--- src/etsc_pkg.sv ---
// Shared types and constants for the edge toggle stream checker.
`default_nettype none

package etsc_pkg;

  // Update kinds carried on the input tuser.
  localparam logic [1:0] KIND_INSERT = 2'd0;
  localparam logic [1:0] KIND_DELETE = 2'd1;
  localparam logic [1:0] KIND_QUERY  = 2'd2;

  // Node count register.
  localparam int unsigned NODE_COUNT_W   = 11;
  localparam logic [10:0] NODE_COUNT_RST = 11'd1024;

  // Bitmap memory row geometry.
  localparam int unsigned WORD_BITS  = 32;
  localparam int unsigned WORD_OFF_W = 5;

  // Stream payload widths.
  localparam int unsigned NODE_ID_W = 32;
  localparam int unsigned IN_DATA_W = 64;
  localparam int unsigned KIND_W    = 2;
  localparam int unsigned OUT_DATA_W = 8;

  typedef enum logic [2:0] {
    ST_CLEAR,
    ST_IDLE,
    ST_EVAL,
    ST_READ,
    ST_FINISH
  } ctrl_state_e;

  // Controller to datapath.
  typedef struct packed {
    logic clear_en;
    logic capture;
    logic eval;
    logic read;
    logic finish;
  } etsc_cmd_t;

  // Datapath to controller.
  typedef struct packed {
    logic clear_last;
    logic needs_mem;
    logic out_free;
  } etsc_stat_t;

endpackage

`default_nettype wire

--- src/etsc_ctrl.sv ---
// Sequencing state machine for the edge toggle stream checker.
`default_nettype none

module etsc_ctrl (
  input  wire logic                clk_i,
  input  wire logic                rst_ni,
  input  wire logic                s_tvalid_i,
  output logic                     s_tready_o,
  input  wire etsc_pkg::etsc_stat_t stat_i,
  output etsc_pkg::etsc_cmd_t      cmd_o
);

  etsc_pkg::ctrl_state_e state_q, state_d;

  always_ff @(posedge clk_i or negedge rst_ni) begin
    if (!rst_ni) begin
      state_q <= etsc_pkg::ST_CLEAR;
    end else begin
      state_q <= state_d;
    end
  end

  // Next state
  always_comb begin
    state_d = state_q;
    case (state_q)
      etsc_pkg::ST_CLEAR: begin
        if (stat_i.clear_last) state_d = etsc_pkg::ST_IDLE;
      end
      etsc_pkg::ST_IDLE: begin
        if (s_tvalid_i) state_d = etsc_pkg::ST_EVAL;
      end
      etsc_pkg::ST_EVAL: begin
        state_d = stat_i.needs_mem ? etsc_pkg::ST_READ : etsc_pkg::ST_FINISH;
      end
      etsc_pkg::ST_READ: begin
        state_d = etsc_pkg::ST_FINISH;
      end
      etsc_pkg::ST_FINISH: begin
        if (stat_i.out_free) state_d = etsc_pkg::ST_IDLE;
      end
      default: begin
        state_d = etsc_pkg::ST_CLEAR;
      end
    endcase
  end

  // Outputs
  always_comb begin
    s_tready_o     = 1'b0;
    cmd_o          = '0;
    case (state_q)
      etsc_pkg::ST_CLEAR: begin
        cmd_o.clear_en = 1'b1;
      end
      etsc_pkg::ST_IDLE: begin
        s_tready_o    = 1'b1;
        cmd_o.capture = s_tvalid_i;
      end
      etsc_pkg::ST_EVAL: begin
        cmd_o.eval = 1'b1;
      end
      etsc_pkg::ST_READ: begin
        cmd_o.read = 1'b1;
      end
      etsc_pkg::ST_FINISH: begin
        cmd_o.finish = stat_i.out_free;
      end
      default: begin
        cmd_o = '0;
      end
    endcase
  end

  // No transaction is taken while the bitmap is being cleared.
  a_no_accept_in_clear: assert property (@(posedge clk_i) disable iff (!rst_ni)
    (state_q == etsc_pkg::ST_CLEAR) |-> !s_tready_o)
    else $error("input ready during bitmap clear");

  // A blocked finish waits for the output register.
  a_finish_holds: assert property (@(posedge clk_i) disable iff (!rst_ni)
    (state_q == etsc_pkg::ST_FINISH && !stat_i.out_free) |=>
      (state_q == etsc_pkg::ST_FINISH))
    else $error("finish left while output register full");

  // A bitmap read is only entered from evaluation.
  a_read_after_eval: assert property (@(posedge clk_i) disable iff (!rst_ni)
    (state_q == etsc_pkg::ST_READ) |-> ($past(state_q) == etsc_pkg::ST_EVAL))
    else $error("bitmap read without evaluation");

endmodule

`default_nettype wire

--- config.mk ---
export PLATFORM = sky130hd
export DESIGN_NAME = etsc_ctrl
export DESIGN_NICKNAME = d
export VERILOG_FILES = /design/src/etsc_pkg.sv /design/src/etsc_ctrl.sv
export SDC_FILE = /design/constraint.sdc
export NUM_CORES = 1
export LEC_CHECK = 0
export BUFFER_PORTS_ARGS = -buffer_cell sky130_fd_sc_hd__buf_2
export CAP_MARGIN = 15
export CORE_AREA = 2 2 39 41
export CTS_BUF_LIST = sky130_fd_sc_hd__clkbuf_4
export CTS_CLUSTER_SIZE = 24
export DETAILED_ROUTE_END_ITERATION = 16
export DIE_AREA = 0 0 41 43
export SLEW_MARGIN = 10
export SYNTH_ARGS = -nofsm -noshare
export SYNTH_HDL_FRONTEND = slang
export SYNTH_SLANG_ARGS = --single-unit
export TNS_END_PERCENT = 5
--- constraint.sdc ---
create_clock -name clk_i -period 1.95 [get_ports clk_i]
set_clock_uncertainty 0.2 [all_clocks]
set_input_delay 0.0975 -clock clk_i [delete_from_list [all_inputs] [get_ports clk_i]]
set_output_delay 0.0975 -clock clk_i [all_outputs]
set_load 0.005 [all_outputs]
==> summary.md <==
## Final layout
• 47 — Nets
• 74.3% — relative area change from synthesis to final layout
• 3 — number of flip-flops in the largest register
• sky130_fd_sc_hd__buf_2 — most common cell after layout, fill and taps aside
• state_q: 3 flops — leading registers by flop count
• sky130_fd_sc_hd__buf_2 (11), sky130_fd_sc_hd__clkbuf_4 (4), sky130_fd_sc_hd__dlygate4sd3_1 (4) — most used cells in the layout excluding fill and tap cells
• 332 sq um — post-route standard cell area excluding fillers
• 0 — number of antenna repair diodes
• 24.0% — core occupancy in the finished layout
• 50.0% — share of post-route cells with drive strength above 1
• state_q — largest reg by FF count

## Placed design
• 262 sq um — dpl cell area
• 11 — count of buffers from port buffering
• 0.710 — gp weighted congestion
• 369 um — dpl hpwl

## CTS
• 1 — H-tree level count
• 0.23 ns — worst-skew pair later-pin latency
• 3 — clk sinks
• 3 — number of buffers created by CTS
• 2 — number of buffers on the longest clock path
• 0.03 ns — register clock-pin slew on the reported worst setup and hold paths
• sky130_fd_sc_hd__clkbuf_4 — Root Driver
• built — CTS tree
• 0 — post-cts gate resize count

## Yosys
• 28 — post-synth net total
• simple AND/OR/NAND/NOR gates — largest family of logic cells by synthesized area
• 22 — gate count after technology mapping
• 17 — Cell variety after synth
• 0% — fraction of synthesized cell area in xor and xnor cells
• 0% — Synth Area in Adders
• 0% — mux contribution to synthesized area
• 0 — Syn. warnings
• 8.64 sq um — Avg Inst Size Synth
• 37.5% — basic-gate share of the synthesized area counting and, or, nand and nor cells
• 3 — Synth Register Bits
• 190 sq um — post-synthesis instance area
• 39.5% — post-synthesis sequential area ratio
• 19.1% — fraction of the mapped netlist area in compound gates

## Critical path
• primary output — Critical Path Sink Type
• flop — startpoint types
• 1.16 ns — Worst EP arrival
• 1.65 ns — Required @ worst endpoint
• reg2out — critical path class
• 11 — Max Fanout on Critical Path
• and4bb_2 > buf_2 — CP Cell Sequence
• 0.47 ns — delay of the slowest cell on the worst path
• sky130_fd_sc_hd__dfrtp_1 — Max stage delay cell, worst path

## Drt
• 8.89 um — WL per Instance
• 2 — initial DRC count
• 0 — post-detailed-route count of antenna-violating nets
• 498 um — total length of routed wires
• 2 — drt pass-1 iters
• 0 — Post-route DRC
• 3.93 — Via-to-Cell Ratio
• 220 — count of vias placed by the detailed router

## Power
• 292 uW — Int Power
• 471 uW — Power Total
• 1420 mW/mm^2 — power per cell area
• 38.0% — switching power as a share of total power
• 0.000161 uW — static leakage
• 26.2% — portion of total power attributed to the clock network
• 40.4% — part of the total power dissipated in combinational logic
• 394 uV — highest ir drop seen on vdd
• 179 uW — switching power summed over all nets
• 33.4% — proportion of power drawn by flip-flops and latches

## Timing
• 1.45 ns — final worst path period need
• 688 MHz — upper clock frequency limit
• false — unrepaired setup endpoints after global routing
• 80.7% — Slew HR
• 74.5% — share of the clock period used by the worst path
• 0 — final setup vio count
• 0 — Slew Viols, Final
• 0.0119 ns — worst hold slack
• 0 ns — sum of negative setup slack
• 0 — Final Hold Fails
• 0.289 ns — Worst Tran Pin Value

## Floorplanning
• 12 — total I/O pin count
• 43 um — Die H
• 41 um — width of the die
• 13.7% — Initial Util
• 0.00176 sq mm — Die Outline Area
• 14 — total number of placement rows
• 0.00138 sq mm — core region area

## Global routing
• 0 — number of antenna violations at the first check in global routing
• 7.83% — All-Layer GR Usage
• 897 um — wire length of the first global-routing pass
• 0 — residual overflow from global routing
• 215 — vias in the first global route
• 12 — maximum number of pins on one net before global-route repair

## Outcome
• finished clean — outcome

## Flow run
• 0 — max-capacitance violation count

## Worst hold path
• in2reg — worst min-delay path category

-- path summary, 6_finish.rpt --
check | startpoint | end | slack [ns] | depth (start not counted)
hold / removal | stat_i[2] | state_q[0] | 0.01 | 3
max in group asynchronous | rst_ni | state_q[1] | 0.87 | 3
hold reg to reg | state_q[2] | state_q[1] | 0.38 | 1
setup reg to reg | state_q[1] | state_q[0] | 0.61 | 3
setup / recovery | state_q[1] | cmd_o[0] | 0.50 | 2
min in group asynchronous | rst_ni | state_q[2] | 0.53 | 3
-- power groups by stage --
stage / clock (uW) / combinational, uW / sequential [uW]
after global placement: 0 / 187 / 155
after CTS: 129 / 195 / 158
after floorplan: 0 / 139 / 126
final: 123 / 190 / 157
after detailed placement: 0 / 187 / 159
after global routing: 133 / 216 / 171
-- metal layers --
| metal | vias up | routed length (um) | GRT usage (%) |
|---|---|---|---|
| met1 | 93 | 243 | 10.9 |
| met2 | 11 | 202 | 9.06 |
| met5 | - | 0 | 0 |
| li1 | 116 | - | - |
| met4 | 0 | 0 | 6.00 |
| met3 | 0 | 52 | 3.14 |
-- cells in the mapped netlist --
cell type,instances,share of area (%)
sky130_fd_sc_hd__or2_2,1,3.3
sky130_fd_sc_hd__nor3_1,2,5.3
sky130_fd_sc_hd__inv_2,1,2.0
sky130_fd_sc_hd__dfrtp_1,3,39
sky130_fd_sc_hd__o21ai_0,1,2.6
sky130_fd_sc_hd__nor2b_1,1,3.3
sky130_fd_sc_hd__a31oi_1,1,3.3
sky130_fd_sc_hd__nor2_1,1,2.0
sky130_fd_sc_hd__a21oi_1,1,2.6
sky130_fd_sc_hd__clkbuf_1,1,2.0
sky130_fd_sc_hd__nand2_1,3,5.9
sky130_fd_sc_hd__nor3b_1,1,3.9
sky130_fd_sc_hd__o22ai_2,1,6.6
sky130_fd_sc_hd__and3_2,1,3.9
sky130_fd_sc_hd__and4bb_2,1,6.6
sky130_fd_sc_hd__or3_1,1,3.3
sky130_fd_sc_hd__o31ai_1,1,3.9
-- cell type report --
type | count | area, sq um
fill | 157 | 1050
inverter | 1 | 3.75
sequential | 3 | 75.1
multi-input combinational | 17 | 108
timing repair buffer | 15 | 95.1
tap | 16 | 20.0
clock buffer | 4 | 30.0
-- through the flow --
stage | setup slack [ns] | instances
after floorplan | 0.661 | 22
final | 0.497 | 56
after CTS | 0.484 | 56
after detailed placement | 0.610 | 48
after global routing | 0.429 | 56
after global placement | 0.631 | 48
-- worst max-delay path, delay by kind of cell (launching register included) --
family / cells / cell delay (ns)
flops: 1 / 0.47
simple gates: 1 / 0.35
buf+inv: 1 / 0.11
-- logic make-up after synthesis --
kind of cell    count (synthesis)
buf+inv                         2
simple gates                   12
flops                           3
compound gates                  5
-- what timing repair did --
item | 4_1_cts | 5_1_grt
hold endpoints to repair | 5 | 0
buffers inserted | 0 | 0
hold buffers | 4 | 0
Note: power is estimated with default switching activity, not from simulation.
